===== src/rtl/drr_pkg.sv =====
`timescale 1ns / 1ps
`default_nettype none
package drr_pkg;
  localparam int unsigned NumQueues  = 4;
  localparam int unsigned QueueDepth = 64;
  localparam int unsigned QIdxW      = 2;
  localparam int unsigned PtrW       = $clog2(QueueDepth);
  localparam int unsigned CntW       = $clog2(QueueDepth + 1);
  localparam int unsigned AddrW      = QIdxW + PtrW;
  localparam int unsigned LenW       = 16;
  localparam int unsigned DefW       = 20;
  localparam int unsigned LimW       = 7;
  localparam int unsigned RingCntW   = 3;
  localparam int unsigned CfgIdxW    = 3;
  localparam int unsigned FqDepth    = 2;

  localparam logic [CfgIdxW-1:0] RegQuantumBase = 3'd0;
  localparam logic [CfgIdxW-1:0] RegLimitBase   = 3'd4;

  typedef enum logic {
    ActEnqueue  = 1'b0,
    ActSchedule = 1'b1
  } action_e;

  typedef struct packed {
    action_e          action;
    logic [QIdxW-1:0] queue;
    logic [LenW-1:0]  length;
  } cmd_t;

  typedef enum logic [2:0] {
    StIdle,
    StScan,
    StRead,
    StCheck,
    StDone
  } state_e;
endpackage
`default_nettype wire


===== src/rtl/drr_front.sv =====
`timescale 1ns / 1ps
`default_nettype none
module drr_front
  import drr_pkg::*;
(
  input  wire logic             clk_i,
  input  wire logic             rst_ni,
  input  wire logic             start_i,
  output logic                  busy_o,
  input  wire action_e          action_i,
  input  wire logic [QIdxW-1:0] queue_i,
  input  wire logic [LenW-1:0]  length_i,
  input  wire logic             pop_i,
  output logic                  valid_o,
  output cmd_t                  cmd_o
);
  cmd_t        buf_q [FqDepth];
  logic        wr_q, rd_q;
  logic [1:0]  cnt_q;
  logic        push;

  assign busy_o  = (cnt_q == 2'(FqDepth));
  assign push    = start_i && !busy_o;
  assign valid_o = (cnt_q != 2'd0);
  assign cmd_o   = buf_q[rd_q];

  // hold incoming beats until the back end takes them
  always_ff @(posedge clk_i or negedge rst_ni) begin
    if (!rst_ni) begin
      wr_q  <= 1'b0;
      rd_q  <= 1'b0;
      cnt_q <= 2'd0;
    end else begin
      if (push) wr_q <= ~wr_q;
      if (pop_i) rd_q <= ~rd_q;
      cnt_q <= cnt_q + 2'(push) - 2'(pop_i);
    end
  end

  always_ff @(posedge clk_i) begin
    if (push) begin
      buf_q[wr_q] <= '{action: action_i, queue: queue_i, length: length_i};
    end
  end

`ifndef SYNTHESIS
  a_no_overflow: assert property (@(posedge clk_i) disable iff (!rst_ni)
    cnt_q == 2'(FqDepth) |-> !push) else $error("queue overflow");
  a_no_underflow: assert property (@(posedge clk_i) disable iff (!rst_ni)
    pop_i |-> valid_o) else $error("pop from empty queue");
  a_cnt_range: assert property (@(posedge clk_i) disable iff (!rst_ni)
    cnt_q <= 2'(FqDepth)) else $error("count out of range");
`endif
endmodule
`default_nettype wire


===== config.mk =====
export PLATFORM = sky130hd
export DESIGN_NAME = drr_front
export DESIGN_NICKNAME = d
export VERILOG_FILES = /design/src/rtl/drr_pkg.sv /design/src/rtl/drr_front.sv
export SDC_FILE = /design/constraint.sdc
export NUM_CORES = 1
export LEC_CHECK = 0
export ABC_AREA = 1
export BUFFER_PORTS_ARGS = -buffer_cell sky130_fd_sc_hd__buf_2
export CORE_MARGIN = 2
export CORE_UTILIZATION = 55
export DETAILED_ROUTE_END_ITERATION = 6
export PLACE_DENSITY = 0.86
export SLEW_MARGIN = 25
export SYNTH_ARGS = -nofsm -noshare
export SYNTH_HDL_FRONTEND = slang
export SYNTH_SLANG_ARGS = --single-unit

===== constraint.sdc =====
create_clock -name clk_i -period 3.4 [get_ports clk_i]
set_input_delay 0.34 -clock clk_i [delete_from_list [all_inputs] [get_ports clk_i]]
set_output_delay 0.34 -clock clk_i [all_outputs]
set_load 0.1 [all_outputs]

==> impl_metrics.env, run 1 <==
export IMPL_status="finished, final reports clean"
export IMPL_tightestPinTransition_ns=0.957
export IMPL_synth_area_um2=1700
export IMPL_rsz0062_at_grt="false"
export IMPL_tns_ns=0
export IMPL_antenna_left=0
export IMPL_synth_edf_count=38
export IMPL_post_route_drc_count=0
export IMPL_wl_um=2590
export IMPL_place_area_um2=1920
export IMPL_critPathMaxStageDelay_ns=0.45
export IMPL_hold_path_class="in -> reg"
export IMPL_hold_viol=0
export IMPL_min_to="buf_q[0][11]"
export IMPL_routedWlPerCell_um=12.4
export IMPL_synth_area_leaders="edfxtp_1 (67%), inv_1 (6.0%), dfrtp_1 (5.9%)"
export IMPL_startpoint="rd_q"
export IMPL_post_route_period_util_pct=62.7
export IMPL_critPathSlowestCell="buf_2"
export IMPL_setup_viol=0
export IMPL_drv_slew=0
export IMPL_start_util_pct=56.5
export IMPL_grt_pass1_wl_um=4010
export IMPL_r2r_start="cnt_q[0]"
export IMPL_avgSynthCellArea_um2=13.3
export IMPL_clk_pin_slew_ns=0.11
export IMPL_place_congestion=0.679
export IMPL_period_minus_slack_ns=2.13
export IMPL_cts_root_buffer="clkbuf_4"
export IMPL_postSynth_asyncResetShare_pct=9.52
export IMPL_worstSetupPathType="reg -> out"
export IMPL_crit_chain="buf_4 > nand2_1 > o21ai_0 > buf_2"
export IMPL_cts_buffers=5
export IMPL_synth_simple_area_share_pct=8.71
export IMPL_cts_resized=0
export IMPL_synth_compound_area_share_pct=7.82
export IMPL_slew_headroom_pct=36.1
export IMPL_fin_nets=200
export IMPL_r2r_slack_ns=1.61
export IMPL_ios=44
export IMPL_synth_adder_area_share_pct=1.48
export IMPL_dieArea_um2=3540
export IMPL_ys_types=15
export IMPL_crit_path_max_fanout=38
export IMPL_die_height_um=59.5
export IMPL_maxCapViolations=0
export IMPL_placed_cells=200
export IMPL_port_buffers=43
export IMPL_core_area_um2=3000
export IMPL_synth_top_family_by_area="simple AND/OR/NAND/NOR gates"
export IMPL_antenna_found_initial=0
export IMPL_min_path_cells=1
export IMPL_worstPathRequired_ns=3.06
export IMPL_fillers=232
export IMPL_cts_max_level=2
export IMPL_placementRows=20
export IMPL_r2r_end="buf_q[1][13]"
export IMPL_min_delay_start="length_i[11]"
export IMPL_syn_nets=152
export IMPL_yosysWarnings=0
export IMPL_globalRouteOverflowTotal=0
export IMPL_arrival_ns=1.79
export IMPL_max_freq_mhz=469
export IMPL_syn_to_final_growth_pct=17.0
export IMPL_num_vias=1031
export IMPL_yosys_top_cells_count="edfxtp_1 (38), inv_1 (27), nand2_1 (19)"
export IMPL_ff2ff_path_depth=4
export IMPL_n_antenna_cell=0
export IMPL_drt_iter0_drc=43
export IMPL_synth_cells=127
export IMPL_grt_pass1_vias=972
export IMPL_start_kind="flop"
export IMPL_yosysMostFrequentCell="edfxtp_1"
export IMPL_synth_xor_area_share_pct=0.517
export IMPL_yosysSeqAreaShare_pct=73.2
export IMPL_drt_pass1_iter_count=6
export IMPL_synth_mux_area_share_pct=0
export IMPL_fp_dieW_um=59.5
export IMPL_finalInstanceArea_um2=1980
export IMPL_path_buf_inv=2
export IMPL_clk_latency_ns=0.35
export IMPL_ys_seq_elements=42
export IMPL_vias_per_cell=4.93
export IMPL_cts_tree="done"
export IMPL_grt_usage_pct=16.4
export IMPL_grt_start_max_net_pins=39
export IMPL_dpl_hpwl_um=1840
export IMPL_crit_family="buffers and inverters"
export IMPL_drive_gt1_share_pct=40.3
export IMPL_yosysTopAreaCellShare_pct=67.3
export IMPL_cts_buffer_depth=2
export IMPL_cts_sinks=42
export IMPL_finalNonFillerCells=209
export IMPL_fin_worst_skew_ns=0.00812
export IMPL_synth_flop_cell="edfxtp_1"
export IMPL_end_kind="output pin"
export IMPL_synth_largest_area_cell="edfxtp_1"
-- final cells by class --
type | instances | area, um^2 | area share [%]
Multi-Input combinational cell | 54 | 317 | 16.0
Tap cell | 33 | 41.3 | 2.08
Timing Repair Buffer | 45 | 233 | 11.7
Clock inverter | 2 | 8.76 | 0.442
Sequential cell | 42 | 1240 | 62.6
Clock buffer | 6 | 41.3 | 2.08
Inverter | 27 | 101 | 5.11
-- worst register-to-register path: stages, from the launching register on --
cell and delay (ns):
dfrtp_1 0.38, inv_1 0.07, nand2_1 0.11, nand2_1 0.11, nor2_2 0.74
-- flip-flops by register name, summed over array words and instances (netlist names) --
register and count:
wr_q 1, buf_q 38, cnt_q 2, rd_q 1
-- per-stage QoR --
stage | hold WS [ns] | utilization [%] | worst slack, ns
after floorplan | 0.0444 | - | 0.388
after CTS | 0.155 | 66.0 | 1.23
after detailed placement | 0.152 | 64.0 | 1.59
after global placement | 0.145 | 64.0 | 1.70
final | 0.174 | 66.0 | 1.27
after global routing | 0.146 | 66.0 | 1.12
-- logic make-up (layout without fill, tap and decap cells) --
group	count (synthesis)	count (layout)
and+or+nand+nor	32	32
xor gates and xnor gates	1	1
buffers and inverters	31	80
DFF	42	42
adders and majority gates	2	2
AOI/OAI and AO/OA	19	19
-- how the worst max path moves through the flow --
stage / end / slack [ns] / depth (start not counted)
after floorplan: cmd_o[17] / 0.39 / 2
after global placement: cmd_o[6] / 1.70 / 4
after detailed placement: buf_q[1][15] / 1.59 / 4
after CTS: cmd_o[4] / 1.23 / 4
after global routing: cmd_o[18] / 1.12 / 4
final: cmd_o[17] / 1.27 / 4
-- timing repair --
| item | in CTS | in global routing |
|---|---|---|
| setup buffers | 0 | 0 |
| hold buffers | 1 | 0 |
| setup endpoints to repair | 0 | 0 |
| endpoints found under the hold margin | 4 | 0 |
-- metal layers --
metal / part of all wire, % / up-vias / track usage, %
li1: - / 516 / -
met1: 40 / 473 / 17.0
met2: 51 / 36 / 27.8
met3: 7.0 / 6 / 7.86
met4: 2.1 / 0 / 7.62
met5: 0 / - / 0
-- cell usage in the layout (no fill, tap or decap) --
cell type	instances
dlygate4sd3_1	1
buf_4	1
o21ai_0	9
inv_1	27
nor2_2	1
nand2_2	10
nand2_1	19
clkbuf_4	5
clkinv_2	1
nand3_1	2
clkbuf_1	1
buf_2	43
clkinv_1	1
o21ai_2	10
xor2_1	1
ha_1	2
edfxtp_1	38
dfrtp_1	4
Power of run 1 is left out: the tool's default activity adds up to more than one toggle a clock period on the data nets, which glitch-free logic cannot reach.
==> inputs of run 2 (changes only) <==
- ABC_AREA: 1 -> 0
- CORE_UTILIZATION: 55 -> 51
- PLACE_DENSITY: 0.86 -> 0.81
- clock period: 3.4 -> 2 ns (I/O delays scaled with it)
==> run 2 against run 1 <==
- via count is 20% lower
- sequential share of layout area is 8.6 points lower
- critical path depth is 1 lower
- non-clock buffer count is 3 higher
- synthesized area is 3.1% lower
- clock skew is 0.0042 ns higher
- critical endpoint is now cmd_o[14]
- largest cell class unchanged
- highest routed layer is now met3
==> impl_metrics.env, run 2 <==
export IMPL_status="finished, final reports clean"
export IMPL_setup_viol=0
export IMPL_synth_edf_count=38
export IMPL_yosysSeqAreaShare_pct=75.6
export IMPL_synth_area_leaders="edfxtp_1 (69%), mux2_4 (17%), dfrtp_1 (6.1%)"
export IMPL_rsz0062_at_grt="false"
export IMPL_largestRegisters="buf_q (38), cnt_q (2)"
export IMPL_ys_types=13
export IMPL_yosys_top_cells_count="edfxtp_1 (38), mux2_4 (19), dfrtp_1 (4)"
export IMPL_antenna_found_initial=0
export IMPL_cts_setup_buffers=0
export IMPL_min_delay_start="length_i[12]"
export IMPL_grt_pass1_wl_um=4060
export IMPL_start_util_pct=53.8
export IMPL_max_freq_mhz=539
export IMPL_yosysMostFrequentCell="edfxtp_1"
export IMPL_r2r_slack_ns=0.47
export IMPL_drt_pass1_iter_count=3
export IMPL_placementRows=20
export IMPL_crit_path_max_fanout=8
export IMPL_synth_flop_cell="edfxtp_1"
export IMPL_drv_slew=0
export IMPL_r2r_start="cnt_q[1]"
export IMPL_syn_to_final_growth_pct=40.1
export IMPL_fp_dieW_um=60.8
export IMPL_cts_buffers=5
export IMPL_whs_ns=0.0267
export IMPL_worstSetupPathType="reg -> out"
export IMPL_cts_resized=0
export IMPL_yosysTopAreaCellShare_pct=69.5
export IMPL_ys_seq_elements=42
export IMPL_fin_util_pct=75.4
export IMPL_cts_max_level=2
export IMPL_ff2ff_path_depth=7
export IMPL_hold_buffers=1
export IMPL_post_route_period_util_pct=92.7
export IMPL_synth_area_um2=1640
export IMPL_r2r_end="cnt_q[1]"
export IMPL_cts_sinks=42
export IMPL_place_congestion=0.651
export IMPL_min_path_cells=1
export IMPL_slew_headroom_pct=67.6
export IMPL_cts_buffer_depth=2
export IMPL_avgSynthCellArea_um2=21.6
export IMPL_n_antenna_cell=0
export IMPL_hold_viol=0
export IMPL_wl_um=2620
export IMPL_postSynth_asyncResetShare_pct=9.52
export IMPL_synth_largest_area_cell="edfxtp_1"
export IMPL_end_kind="output pin"
export IMPL_grt_pass1_vias=881
export IMPL_yosysWarnings=0
export IMPL_core_area_um2=3050
export IMPL_dpl_hpwl_um=1900
export IMPL_syn_nets=101
export IMPL_min_to="buf_q[1][12]"
export IMPL_globalRouteOverflowTotal=0
export IMPL_clk_pin_slew_ns=0.13
export IMPL_cts_root_buffer="clkbuf_4"
export IMPL_tightestPinTransition_ns=0.489
export IMPL_cts_tree="done"
export IMPL_port_buffers=43
export IMPL_post_route_drc_count=0
export IMPL_top_register="buf_q"
export IMPL_finalInstanceArea_um2=2300
export IMPL_fin_worst_skew_ns=0.0124
export IMPL_largest_reg_flops=38
export IMPL_arrival_ns=1.65
export IMPL_vias_per_cell=4.74
export IMPL_fin_nets=154
export IMPL_num_vias=825
export IMPL_tns_ns=0
export IMPL_grt_start_max_net_pins=20
export IMPL_period_minus_slack_ns=1.85
export IMPL_layout_common_cells="edfxtp_1 (38), buf_2 (24), mux2_4 (19), buf_12 (19), clkbuf_4 (5)"
export IMPL_dieArea_um2=3690
export IMPL_worstPathRequired_ns=1.80
export IMPL_maxCapViolations=0
export IMPL_antenna_left=0
export IMPL_start_kind="flop"
export IMPL_final_common_cell="edfxtp_1"
export IMPL_drive_gt1_share_pct=58.5
export IMPL_drt_iter0_drc=16
export IMPL_place_area_um2=2210
export IMPL_grt_usage_pct=16.2
export IMPL_hold_path_class="in -> reg"
export IMPL_synth_cells=76
export IMPL_die_height_um=60.8
export IMPL_ios=44
export IMPL_clk_latency_ns=0.35
export IMPL_routedWlPerCell_um=15.1
## run 2: kinds of logic (layout without fill, tap and decap cells)
family	Yosys count	after routing	synth area share, %
xor+xnor	4	4	2.13
mux	19	19	17.4
fa+ha+maj	2	2	1.52
flops	42	42	75.6
buf+inv	4	58	1.83
simple gates	5	5	1.60
## run 2: final cells by class
type | instances | area (um^2)
Inverter | 2 | 7.51
Sequential cell | 42 | 1240
Fill cell | 195 | 752
Clock buffer | 5 | 37.5
Timing Repair Buffer | 48 | 541
Clock inverter | 3 | 45.0
Tap cell | 44 | 55.1
Multi-Input combinational cell | 30 | 374
## run 2: how the worst max path moves through the flow
stage / startpoint / to / slack (ns) / cells past startpoint
final: rd_q / cmd_o[14] / 0.15 / 3
after global routing: rd_q / cmd_o[14] / 0.06 / 3
after CTS: rd_q / cmd_o[14] / 0.11 / 3
after detailed placement: cnt_q[1] / cnt_q[1] / 0.48 / 7
after global placement: cnt_q[1] / cnt_q[1] / 0.53 / 7
after floorplan: cnt_q[1] / buf_q[0][0] / 0.20 / 3
## run 2: routing by layer
metal	track usage [%]	part of all wire, %
met1	17.9	37
met2	28.0	55
met3	7.68	7.1
met4	4.66	0
met5	0	0
## run 2: worst max-delay path, cell delays in order (launching register included)
cell and delay [ns]:
dfrtp_1 0.53, buf_4 0.27, mux2_4 0.34, buf_12 0.17
## run 2: through the flow
stage          setup WS, ns  instances
2_1_floorplan         0.199         76
3_3_place_gp          0.533        165
3_5_place_dp          0.480        165
4_1_cts               0.113        174
5_1_grt              0.0572        174
6_report              0.145        174
Power of run 2 is left out for the same reason.
==> inputs of run 3 (changes only) <==
- CORE_UTILIZATION: 51 -> 45
- CTS_BUF_LIST: not set -> sky130_fd_sc_hd__clkbuf_8
- PLACE_DENSITY: 0.81 -> 0.73
- clock period: 2 -> 1.9 ns (I/O delays scaled with it)
==> run 3 against run 2 <==
- final area rose by 0.92%
- clock-buffer cell count did not move
- non-clock buffer count fell by 1
- cell count rose by 0.57%
- clock skew fell by 0.0078 ns
- die area rose by 12%
- register-to-register slack got worse by 0.09 ns
- sequential share of layout area fell by 0.49 points
- hold slack improved by 0.057 ns
- critical path depth did not move
- worst setup slack improved by 0.078 ns
==> impl_metrics.env, run 3 (synthesis gave the netlist of run 2 again) <==
export IMPL_status="finished, final reports clean"
export IMPL_grt_start_max_net_pins=21
export IMPL_drt_iter0_drc=3
export IMPL_grt_pass1_vias=818
export IMPL_num_vias=812
export IMPL_top_register="buf_q"
export IMPL_cts_root_buffer="clkbuf_8"
export IMPL_drt_pass1_iter_count=2
export IMPL_crit_path_max_fanout=20
export IMPL_rsz0062_at_grt="false"
export IMPL_worstPathRequired_ns=1.71
export IMPL_start_kind="flop"
export IMPL_layout_common_cells="edfxtp_1 (38), buf_2 (24), mux2_4 (19), buf_12 (19), clkbuf_8 (5)"
export IMPL_tns_ns=0
export IMPL_hold_viol=0
export IMPL_die_height_um=64.4
export IMPL_core_area_um2=3420
export IMPL_cts_resized=0
export IMPL_tightestPinTransition_ns=0.484
export IMPL_largest_reg_flops=38
export IMPL_r2r_slack_ns=0.38
export IMPL_grt_usage_pct=13.4
export IMPL_place_congestion=0.599
export IMPL_maxCapViolations=0
export IMPL_port_buffers=43
export IMPL_path_buf_inv=2
export IMPL_cts_sinks=42
export IMPL_cts_tree="done"
export IMPL_hold_path_class="in -> reg"
export IMPL_clk_latency_ns=0.29
export IMPL_cts_buffers=5
export IMPL_grt_pass1_wl_um=4010
export IMPL_final_common_cell="edfxtp_1"
export IMPL_post_route_drc_count=0
export IMPL_start_util_pct=48.1
export IMPL_clk_pin_slew_ns=0.08
export IMPL_syn_to_final_growth_pct=41.4
export IMPL_slew_headroom_pct=68.0
export IMPL_largestRegisters="buf_q (38), cnt_q (2)"
export IMPL_fin_nets=153
export IMPL_crit_family="buffers and inverters"
export IMPL_antenna_found_initial=0
export IMPL_setup_viol=0
export IMPL_dpl_hpwl_um=1750
export IMPL_critPathMaxStageDelay_ns=0.36
export IMPL_fin_worst_skew_ns=0.00458
export IMPL_arrival_ns=1.49
export IMPL_post_route_period_util_pct=88.3
export IMPL_fin_util_pct=68.0
export IMPL_globalRouteOverflowTotal=0
export IMPL_drv_slew=0
export IMPL_n_antenna_cell=0
export IMPL_fp_dieW_um=64.4
export IMPL_vias_per_cell=4.64
export IMPL_placementRows=21
export IMPL_cts_max_level=2
export IMPL_wl_um=2470
export IMPL_cts_buffer_depth=2
export IMPL_ios=44
export IMPL_end_kind="output pin"
export IMPL_crit_chain="buf_4 > mux2_4 > buf_12"
export IMPL_worstSetupPathType="reg -> out"
export IMPL_drive_gt1_share_pct=58.1
export IMPL_cts_setup_buffers=0
export IMPL_antenna_left=0
export IMPL_dieArea_um2=4150
export IMPL_period_minus_slack_ns=1.68
export IMPL_max_freq_mhz=596
export IMPL_critPathSlowestCell="mux2_4"
export IMPL_routedWlPerCell_um=14.1
-- run 3: cell count changes in the layout (fill, tap and decap cells not counted) --
cell        before  now
clkbuf_8         0    5
clkinv_2         0    2
clkinvlp_4       2    0
buf_4            4    3
clkbuf_4         5    0
-- run 3: path summary, 6_finish.rpt --
kind,start,end,depth (start not counted)
min in group asynchronous,rst_ni,cnt_q[0],2
hold / removal,length_i[12],buf_q[1][12],1
setup reg to reg,cnt_q[1],cnt_q[1],7
max in group asynchronous,rst_ni,rd_q,2
hold reg to reg,cnt_q[0],cnt_q[0],1
setup / recovery,rd_q,cmd_o[16],3
-- run 3: cell type report --
| cell class | instances | area, um^2 |
|---|---|---|
| Tap cell | 46 | 57.6 |
| Clock buffer | 5 | 68.8 |
| Inverter | 2 | 7.51 |
| Fill cell | 238 | 1090 |
| Sequential cell | 42 | 1240 |
| Clock inverter | 3 | 40.0 |
| Timing Repair Buffer | 47 | 533 |
| Multi-Input combinational cell | 30 | 374 |
-- run 3: timing repair --
| action | in CTS | in global routing |
|---|---|---|
| hold endpoints to repair | 4 | 0 |
| hold buffers | 1 | 0 |
| setup endpoints to repair | 0 | 0 |
-- run 3: metal layers --
metal	GRT usage, %	wire, um
met1	17.1	1030
met2	19.9	1200
met3	5.90	211
met4	5.59	25
met5	0	0
-- run 3: through the flow --
stage	cells	hold slack, ns	setup WS, ns	instance area (um^2)
floorplan	76	-0.106	0.0992	1640
global route	175	0.0697	0.153	2320
CTS	175	0.0754	0.203	2320
global placement	166	-0.00461	0.449	2200
detailed placement	166	-0.00139	0.376	2200
finish	175	0.0837	0.223	2320
Power of run 3 is left out for the same reason.
